### config.mk
export PLATFORM = sky130hd
export DESIGN_NAME = uvs_div_cell
export DESIGN_NICKNAME = d
export VERILOG_FILES = /design/src/hw/rtl/uvs_pkg.sv /design/src/hw/rtl/uvs_div_cell.sv
export SDC_FILE = /design/constraint.sdc
export NUM_CORES = 1
export LEC_CHECK = 0
export BUFFER_PORTS_ARGS = -buffer_cell sky130_fd_sc_hd__clkbuf_2
export CAP_MARGIN = 20
export CORE_AREA = 2 2 184 186
export CTS_BUF_LIST = sky130_fd_sc_hd__clkbuf_8
export DETAILED_ROUTE_END_ITERATION = 16
export DIE_AREA = 0 0 186 188
export GPL_TIMING_DRIVEN = 0
export HOLD_SLACK_MARGIN = 0.1
export PLACE_DENSITY = 0.56
export SYNTH_ARGS = -nofsm -noshare
export SYNTH_HDL_FRONTEND = slang
export SYNTH_SLANG_ARGS = --single-unit
### constraint.sdc
create_clock -name clock -period 13.4 [get_ports clock]
set_input_delay 2.01 -clock clock [delete_from_list [all_inputs] [get_ports clock]]
set_output_delay 2.01 -clock clock [all_outputs]
set_load 0.005 [all_outputs]
### src/hw/rtl/uvs_pkg.sv
// Shared constants, types and tables of the UV sphere vertex and index generator.
package uvs_pkg;

   localparam int CNT_W         = 9;
   localparam int MAX_SEGMENTS  = 256;
   localparam int MAX_RINGS     = 256;
   localparam int CORDIC_STAGES = 16;
   localparam int DIV_STEPS     = 41;
   localparam int ANG_W         = 32;
   localparam int CW            = 34;
   localparam int ZW            = 33;
   localparam int STG_W         = 5;
   localparam int LANES         = 4;
   localparam int IDX_W         = 17;
   localparam int RAD_W         = 16;
   localparam int POS_W         = 17;
   localparam int NRM_W         = 16;
   localparam int TEX_W         = 17;

   localparam int LANE_PHI   = 0;
   localparam int LANE_THETA = 1;
   localparam int LANE_U     = 2;
   localparam int LANE_V     = 3;

   localparam logic signed [CW-1:0] CORDIC_GAIN = 34'sd652032874;

   localparam logic [RAD_W-1:0] RADIUS_RESET   = 16'd256;
   localparam logic [CNT_W-1:0] SEGMENTS_RESET = 9'd32;
   localparam logic [CNT_W-1:0] RINGS_RESET    = 9'd16;

   // Configuration register indexes
   localparam logic [1:0] REG_RADIUS   = 2'd0;
   localparam logic [1:0] REG_SEGMENTS = 2'd1;
   localparam logic [1:0] REG_RINGS    = 2'd2;

   // Request kinds
   localparam logic REQ_VERTEX = 1'b0;
   localparam logic REQ_QUAD   = 1'b1;

   typedef struct packed {
      logic             valid;
      logic             quad;
      logic [CNT_W-1:0] ring;
      logic [CNT_W-1:0] seg;
   } ctl_type;

   typedef struct packed {
      logic [CNT_W-1:0]     rem;
      logic [DIV_STEPS-1:0] acc;
   } div_lane_type;

   typedef struct packed {
      ctl_type                       ctl;
      div_lane_type [LANES-1:0]      lane;
   } div_stage_type;

   typedef struct packed {
      logic signed [CW-1:0] x;
      logic signed [CW-1:0] y;
      logic signed [ZW-1:0] z;
      logic [1:0]           qdr;
   } rot_lane_type;

   typedef struct packed {
      ctl_type          ctl;
      logic [TEX_W-1:0] tex_u;
      logic [TEX_W-1:0] tex_v;
      rot_lane_type     phi;
      rot_lane_type     theta;
   } rot_stage_type;

   typedef struct packed {
      logic                    valid;
      logic                    quad;
      logic signed [POS_W-1:0] pos_x;
      logic signed [POS_W-1:0] pos_y;
      logic signed [POS_W-1:0] pos_z;
      logic signed [NRM_W-1:0] norm_x;
      logic signed [NRM_W-1:0] norm_y;
      logic signed [NRM_W-1:0] norm_z;
      logic [TEX_W-1:0]        tex_u;
      logic [TEX_W-1:0]        tex_v;
      logic [IDX_W-1:0]        cur;
      logic [IDX_W-1:0]        nxt;
   } shade_type;

   // Arctangent of 2^-i in units of 2^-32 turn
   function automatic logic [ANG_W-1:0] atan_turn(input logic [STG_W-1:0] idx);
      logic [ANG_W-1:0] r;
      case (idx)
         5'd0:    r = 32'd536870912;
         5'd1:    r = 32'd316933406;
         5'd2:    r = 32'd167458907;
         5'd3:    r = 32'd85004756;
         5'd4:    r = 32'd42667331;
         5'd5:    r = 32'd21354465;
         5'd6:    r = 32'd10679838;
         5'd7:    r = 32'd5340245;
         5'd8:    r = 32'd2670163;
         5'd9:    r = 32'd1335087;
         5'd10:   r = 32'd667544;
         5'd11:   r = 32'd333772;
         5'd12:   r = 32'd166886;
         5'd13:   r = 32'd83443;
         5'd14:   r = 32'd41722;
         5'd15:   r = 32'd20861;
         5'd16:   r = 32'd10430;
         5'd17:   r = 32'd5215;
         5'd18:   r = 32'd2608;
         5'd19:   r = 32'd1304;
         5'd20:   r = 32'd652;
         5'd21:   r = 32'd326;
         5'd22:   r = 32'd163;
         5'd23:   r = 32'd81;
         default: r = '0;
      endcase
      return r;
   endfunction

endpackage

### src/hw/rtl/uvs_div_cell.sv
// One restoring-division step for the four angle and texture quotients.
module uvs_div_cell (
   input  logic                                        clock,
   input  logic                                        reset,
   input  logic                                        adv,
   input  logic [uvs_pkg::LANES-1:0][uvs_pkg::CNT_W-1:0] divisor,
   input  uvs_pkg::div_stage_type                      stage_i,
   output uvs_pkg::div_stage_type                      stage_o
);

   uvs_pkg::div_stage_type  stage_in, stage_ff;
   logic [uvs_pkg::CNT_W:0] trial [uvs_pkg::LANES];

   // Shift in the next dividend bit, subtract the divisor where it fits
   always_comb begin
      stage_in = stage_i;
      for (int l = 0; l < uvs_pkg::LANES; l++) begin
         trial[l] = {stage_i.lane[l].rem, stage_i.lane[l].acc[uvs_pkg::DIV_STEPS-1]};
         if (trial[l] >= {1'b0, divisor[l]}) begin
            stage_in.lane[l].rem = uvs_pkg::CNT_W'(trial[l] - {1'b0, divisor[l]});
            stage_in.lane[l].acc = {stage_i.lane[l].acc[uvs_pkg::DIV_STEPS-2:0], 1'b1};
         end else begin
            stage_in.lane[l].rem = trial[l][uvs_pkg::CNT_W-1:0];
            stage_in.lane[l].acc = {stage_i.lane[l].acc[uvs_pkg::DIV_STEPS-2:0], 1'b0};
         end
      end
   end

   // Hand the step to the next cell
   always_ff @(posedge clock) begin
      if (reset) begin
         stage_ff.ctl.valid <= 1'b0;
      end else if (adv) begin
         stage_ff <= stage_in;
      end
   end

   assign stage_o = stage_ff;

endmodule

==> results of run 1 <==
area by class of cell:
| class | count | area (um2) |
|---|---|---|
| repair buffers | 485 | 2540 |
| inverters | 51 | 193.9 |
| flip-flops and latches | 220 | 6596 |
| multi-input cells | 234 | 1978 |
| clock inverters | 31 | 230.2 |
| clock buffers | 39 | 536.8 |
| well taps | 448 | 560.5 |
| fillers | 3247 | 20460 |
| plain buffers | 3 | 21.27 |
synth_stat cells (all sizes together) (5+ instances only):
cell,instances
xnor2,12
nor3,7
mux2i,7
mux2,27
o21ai,9
o21a,6
ha,36
nand3,6
inv,51
edfxtp,219
a21boi,7
a21oi,24
nand2,9
nor2b,7
xor2,5
nor2,20
a21o,6
stage by stage:
stage | utilization | area [um2] | setup slack (ps) | total power, W
final | 0.3822 | 12660 | 9675 | 0.001684
after detailed placement | 0.3591 | 11890 | 9132 | 0.001076
after global routing | 0.3822 | 12660 | 9557 | 0.001776
after global placement | 0.3544 | 11740 | -3822 | 0.001082
after floorplan | - | 8782 | 868.8 | 0.0009623
after CTS | 0.3822 | 12660 | 9762 | 0.001723
worst max path at each step:
stage | start | to | slack [ps] | cells past startpoint
final | stage_i[190] | stage_o[195]$_DFFE_PP_ | 9680 | 11
after global routing | stage_i[190] | stage_o[195]$_DFFE_PP_ | 9560 | 11
after CTS | stage_i[190] | stage_o[195]$_DFFE_PP_ | 9760 | 11
after detailed placement | stage_i[190] | stage_o[195]$_DFFE_PP_ | 9130 | 11
after global placement | adv | stage_o[99]$_DFFE_PP_ | -3820 | 2
after floorplan | reset | stage_o[0]$_DFFE_PP_ | 870 | 1
critical path, delay by kind of cell:
family | cells | cell delay, ps
simple gates | 2 | 440
compound gates | 2 | 410
mux | 1 | 310
buf+inv | 4 | 290
fa+ha+maj | 2 | 580
power groups by stage:
stage	Clock, W	Sequential [W]	Combinational [W]
floorplan	0	0.000863	0.0000997
global route	0.000687	0.000837	0.000253
detailed placement	0	0.000847	0.000229
CTS	0.000659	0.000833	0.000231
finish	0.000625	0.000832	0.000226
global placement	0	0.000861	0.000221
routing by layer:
layer,up-vias,part of all wire
met5,-,0.0029
met4,12,0.029
met3,59,0.11
met2,301,0.50
met1,2935,0.36
li1,3017,-
cell families after synthesis:
kind of cell,Yosys count,share of synthesized area
DFF,220,0.7511
AOI/OAI and AO/OA,82,0.06354
and+or+nand+nor,61,0.03576
buffers and inverters,54,0.02451
adders and majority gates,40,0.06041
muxes,34,0.04773
xor gates and xnor gates,17,0.01695
==> key figures, run 1 <==
Clock network
  – Max Buffers Root-to-Sink: 3
  – Clock root cell: clkbuf_8
  – Hold-fix buffers, CTS: 0
  – # Post-CTS Setup Buffers: 0
  – Clock Pin Slew Worst Setup and Hold Paths: 60 ps
  – Htree depth: 2
  – CTS Sinks: 220
  – Clk_lat worst skew: 560 ps
  – Post-cts resize count: 0
  – CTS tree: built
  – TritonCTS buffer count: 39

Power and ir drop
  – Sw Ratio: 0.2465
  – Max VDD drop: 0.06303 mV
  – P_sw: 0.0004150 W
  – Clock power share: 0.371
  – Pwr dens: 133.0 nW/um2
  – Int Power: 0.001269 W
  – Sequential share of power: 0.494
  – Comb pwr share: 0.134
  – Leakage: 5.687 nW

Cells and area
  – ANT cells: 0
  – Layout cell share with drive strength beyond 1: 0.5409
  – Nets@finish: 1333
  – Commonest non-fill, non-tap cell in the layout: clkbuf_2
  – Most frequent cells in the layout: 478 x clkbuf_2, 219 x edfxtp_1, 60 x inv_1
  – Synthesis-to-finish area growth: 44.12%
  – Max FFs per register: 220
  – Non-filler cells, final: 1511

Synth
  – Post-Syn Instances: 508
  – EDFF count, synth: 219
  – Top post-synthesis cells by area: edfxtp_1 75%, ha_1 5.1%, inv_1 2.1%, mux2_4 2.1%, mux2_2 1.9%
  – Top_reg_cell synth: edfxtp_1
  – Async S/R FF share, synth: 0
  – Top cell type's share of synthesized area: 0.7488
  – Synth Net Count: 807
  – Cell taking the most area after synthesis: edfxtp_1
  – Number of synthesized register bits: 220
  – Register area share after synthesis: 0.7511
  – Synth Cell Area: 8782 um2
  – Avg Cell Area, Syn: 17.29 um2
  – Warnings, synthesis: 0
  – Number of distinct library cells after synthesis: 52

GRT
  – Vias in the first global route: 6438
  – Global route hottest layer: met2
  – Antenna violations before repair: 8
  – Global-route wire length before repair: 37690 um
  – Met1 usage: 0.1603
  – GRT Resource Usage Total: 0.1465
  – Pin count of the biggest net entering global routing: 37
  – GR Overflow Total: 0
  – Met2 Track Usage GR: 0.2464
  – M3 GR Usage: 0.06759

STA
  – Fin Setup TNS: 0 ps
  – Final hold slack: 554.8 ps
  – Clock skew: 0 ps
  – Actual slew at the worst max-slew pin: 639.5 ps
  – Minimum clock period: 3725 ps
  – Unrepaired setup endpoints after global routing: no
  – Tcrit/Tclk final: 0.2780
  – Count of pins over their slew limit: 0
  – Relative slew slack: 0.5728
  – Max Freq: 268.5 MHz
  – Final setup violation count: 0
  – Final hold viol count: 0

Critical path
  – Setup crit end kind: flop
  – R2r worst-path depth: 2
  – Largest stage delay, worst path: 410 ps
  – CP Class: input port to flop
  – FF-to-FF End: stage_o[219]$_SDFFE_PP0P_
  – Worst reg2reg startpoint: stage_o[219]$_SDFFE_PP0P_
  – Setup crit start kind: input port
  – CP required: 13710 ps
  – Critical-path cell list: clkbuf_2, inv_1, ha_1, inv_1, fa_1, a21oi_1, o211ai_1, and3_1, nor2_4, inv_4, mux2_4
  – Max FO, Critical Path: 7
  – Crit path max-delay cell type: fa_1
  – Critical Path AT: 4030 ps
  – Most used cell, CP: inv_1
  – Worst reg2reg setup slack: 12790 ps

Detailed routing
  – Drt total wl: 26340 um
  – Initial drt markers: 274
  – Antenna viol nets, final: 0
  – WL per Instance: 17.43 um
  – Via Count: 6324
  – Vias per cell: 4.185
  – Remaining DRCs: 0
  – Pre-antenna DRT Iters: 4

Worst hold path
  – Hold Startpoint: stage_o[219]$_SDFFE_PP0P_
  – Hold path depth: 2
  – Worst Hold End: stage_o[219]$_SDFFE_PP0P_
  – Worst Hold Class: flop to flop

Run
  – Max cap viols: 0

Floorplanning
  – Die X: 186 um
  – Starting Density: 0.2652
  – Die height: 188 um
  – Num rows: 67
  – Die footprint: 34970 um2
  – Area of the core: 33110 um2
  – IO Pins: 479

Placement
  – DP Wirelength: 21020 um
  – Placed cell count: 1441
  – Input/output buffers: 478
  – Final RePlAce weighted congestion: 0.7985

Status
  – Status: completed
Power figures use the tool's default switching activity.
==> inputs of run 2 (changes only) <==
ABC_AREA = 1   (was unset)
CORE_AREA = 2 2 187 189   (was 2 2 184 186)
DIE_AREA = 0 0 189 191   (was 0 0 186 188)
PLACE_DENSITY = 0.57   (was 0.56)
clock period = 3.5 ns   (was 13.4 ns; I/O delays follow)
==> run 2 against run 1 <==
First-iteration DRC count is 19% higher. Synthesized area is 5.9% higher. Total power increased to 3.9 times the previous value. Via count rose by 26%. Setup slack lost 8800 ps. Clock skew is the same. Wire length increased by 12%. Die area grew 3.2%. Combinational power rose to 4.8 times the previous value. Critical path type unchanged. Largest cell class unchanged. Highest routed layer unchanged.
==> key figures, run 2 <==
STA
  – Relative slew slack: 0.3990
  – Final hold slack: 169.4 ps
  – Count of pins over their slew limit: 0
  – Max Freq: 382.0 MHz
  – Final hold viol count: 0
  – Final setup violation count: 0
  – Minimum clock period: 2618 ps
  – Clock skew: 0 ps
  – Actual slew at the worst max-slew pin: 899.3 ps
  – Tcrit/Tclk final: 0.7479
  – Unrepaired setup endpoints after global routing: no

Critical path
  – CP required: 3760 ps
  – Worst reg2reg startpoint: stage_o[219]$_SDFFE_PP0P_
  – Critical-path cell list: dlygate4sd3_1, clkbuf_2, nor2_4, buf_12, buf_16, buf_12, buf_12
  – Critical Path AT: 2870 ps
  – Critical path buffers and inverters: 6
  – Crit. Startpoint: reset
  – CP Class: input port to flop
  – CP Capture Point: stage_o[206]$_DFFE_PP_
  – Setup crit end kind: flop
  – Top Family by Delay on Critical Path: buffers and inverters
  – FF-to-FF End: stage_o[219]$_SDFFE_PP0P_
  – Worst reg2reg setup slack: 2930 ps
  – Largest stage delay, worst path: 680 ps
  – Setup crit start kind: input port
  – R2r worst-path depth: 2
  – Most used cell, CP: buf_12
  – Max FO, Critical Path: 36
  – CP Depth: 7
  – Crit path max-delay cell type: nor2_4

Placement
  – Placed inst area: 12440 um2
  – Final RePlAce weighted congestion: 0.8521
  – DP Wirelength: 21830 um
  – Input/output buffers: 478

Worst hold path
  – Worst Hold Class: input port to flop

Synth
  – Number of synthesized register bits: 220
  – Top post-synthesis cells by area: edfxtp_1 71%, nand2_1 7.5%, ha_1 4.8%, inv_1 4.2%, nand3_1 3.8%
  – Async S/R FF share, synth: 0
  – Avg Cell Area, Syn: 12.74 um2
  – Post-Syn Instances: 730
  – Top cell type's share of synthesized area: 0.7072
  – Warnings, synthesis: 0
  – EDFF count, synth: 219
  – Cell taking the most area after synthesis: edfxtp_1
  – Synth Cell Area: 9299 um2
  – Top_reg_cell synth: edfxtp_1
  – Post-synth top cells: 219 x edfxtp_1, 185 x nand2_1, 105 x inv_1, 70 x nand3_1, 36 x ha_1
  – Register area share after synthesis: 0.7094
  – Number of distinct library cells after synthesis: 26
  – Cell with the most instances after synthesis: edfxtp_1
  – Synth Net Count: 1029

GRT
  – GR Overflow Total: 0
  – Antenna violations before repair: 1
  – Pin count of the biggest net entering global routing: 37
  – GRT Resource Usage Total: 0.1562
  – Vias in the first global route: 7943
  – Global-route wire length before repair: 43330 um

Cells and area
  – Nets@finish: 1730
  – ANT cells: 0
  – Post-route cell area: 14890 um2
  – Commonest non-fill, non-tap cell in the layout: clkbuf_2
  – FF+latch area: 6596 um2
  – Synthesis-to-finish area growth: 60.12%
  – Most frequent cells in the layout: 478 x clkbuf_2, 219 x edfxtp_1, 185 x nand2_1
  – Area of the multi-input gates: 2258 um2
  – Max FFs per register: 220
  – Fill cells: 3208
  – Layout cell share with drive strength beyond 1: 0.4049

Detailed routing
  – Remaining DRCs: 0
  – Antenna viol nets, final: 0
  – Vias per cell: 4.155
  – WL per Instance: 15.46 um
  – Pre-antenna DRT Iters: 5
  – Initial drt markers: 327
  – Via Count: 7944
  – Drt total wl: 29570 um

Clock network
  – CTS Sinks: 220
  – Post-cts resize count: 0
  – Htree depth: 2
  – Max Buffers Root-to-Sink: 3
  – Clock root cell: clkbuf_8
  – CTS tree: built
  – Clock Pin Slew Worst Setup and Hold Paths: 50 ps
  – Clk_lat worst skew: 580 ps
  – TritonCTS buffer count: 41

Floorplanning
  – Die height: 191 um
  – Starting Density: 0.2726
  – Die footprint: 36100 um2
  – IO Pins: 479
  – Num rows: 68
  – Area of the core: 34120 um2
  – Die X: 189 um

Power and ir drop
  – Max VDD drop: 0.2819 mV
  – Leakage: 7.071 nW
  – Pwr dens: 439.9 nW/um2

Run
  – Max cap viols: 0

Status
  – Status: completed
==> run 2: worst min path at each step <==
stage | from | endpoint | slack, ps | cells past startpoint
final | stage_i[14] | stage_o[15]$_DFFE_PP_ | 170 | 1
after global routing | stage_i[14] | stage_o[15]$_DFFE_PP_ | 110 | 1
after CTS | stage_i[128] | stage_o[129]$_DFFE_PP_ | 100 | 1
after detailed placement | stage_o[219]$_SDFFE_PP0P_ | stage_o[219]$_SDFFE_PP0P_ | 460 | 2
after global placement | stage_o[219]$_SDFFE_PP0P_ | stage_o[219]$_SDFFE_PP0P_ | 450 | 2
after floorplan | stage_o[219]$_SDFFE_PP0P_ | stage_o[219]$_SDFFE_PP0P_ | 450 | 2
==> run 2: cells by family after synthesis <==
group                    Yosys count  synth area share
buffers and inverters            115           0.04857
XOR/XNOR                          12           0.01130
AND/OR/NAND/NOR                  323            0.1605
adder cells (fa/ha/maj)           40           0.05705
flip-flops                       220            0.7094
AO/OA/AOI/OAI                     20           0.01319
==> run 2: routing by layer <==
metal	wire length, um	share of wire	track usage
met3	2059	0.070	0.04296
met2	14330	0.48	0.2633
met4	991	0.034	0.06310
met5	16	0.00054	0
met1	12170	0.41	0.1892
==> run 2: final cells by class <==
class,count,share of cell area
Sequential cell,220,0.4430
Inverter,109,0.02832
Multi-Input combinational cell,395,0.1517
Timing Repair Buffer,658,0.2874
Clock buffer,41,0.03790
Tap cell,455,0.03824
Buffer,6,0.002857
Clock inverter,28,0.01059
==> run 2: through the flow <==
stage	util	instances	setup slack, ps	total power [W]	setup TNS, ps
6_report	0.4364	1912	882.4	0.006549	0
5_1_grt	0.4364	1912	762.2	0.006900	0
4_1_cts	0.4364	1912	916.0	0.006667	0
3_5_place_dp	0.3645	1670	726.1	0.004174	0
3_3_place_gp	0.3599	1663	-2364	0.004157	-509020
2_1_floorplan	-	730	-691.9	0.003690	-151520
==> run 2: what timing repair did <==
action	4_1_cts	5_1_grt
endpoints found under the hold margin	173	0
hold buffers	173	0
setup buffers	0	0
==> run 2: power breakdown <==
group	total, W	leakage (nW)	internal [W]	switching, W
Combinational	0.00109	4.60	0.000534	0.000557
Sequential	0.00319	2.06	0.00313	0.0000571
Clock	0.00227	0.408	0.00117	0.00110
Total	0.00655	7.07	0.00484	0.00171
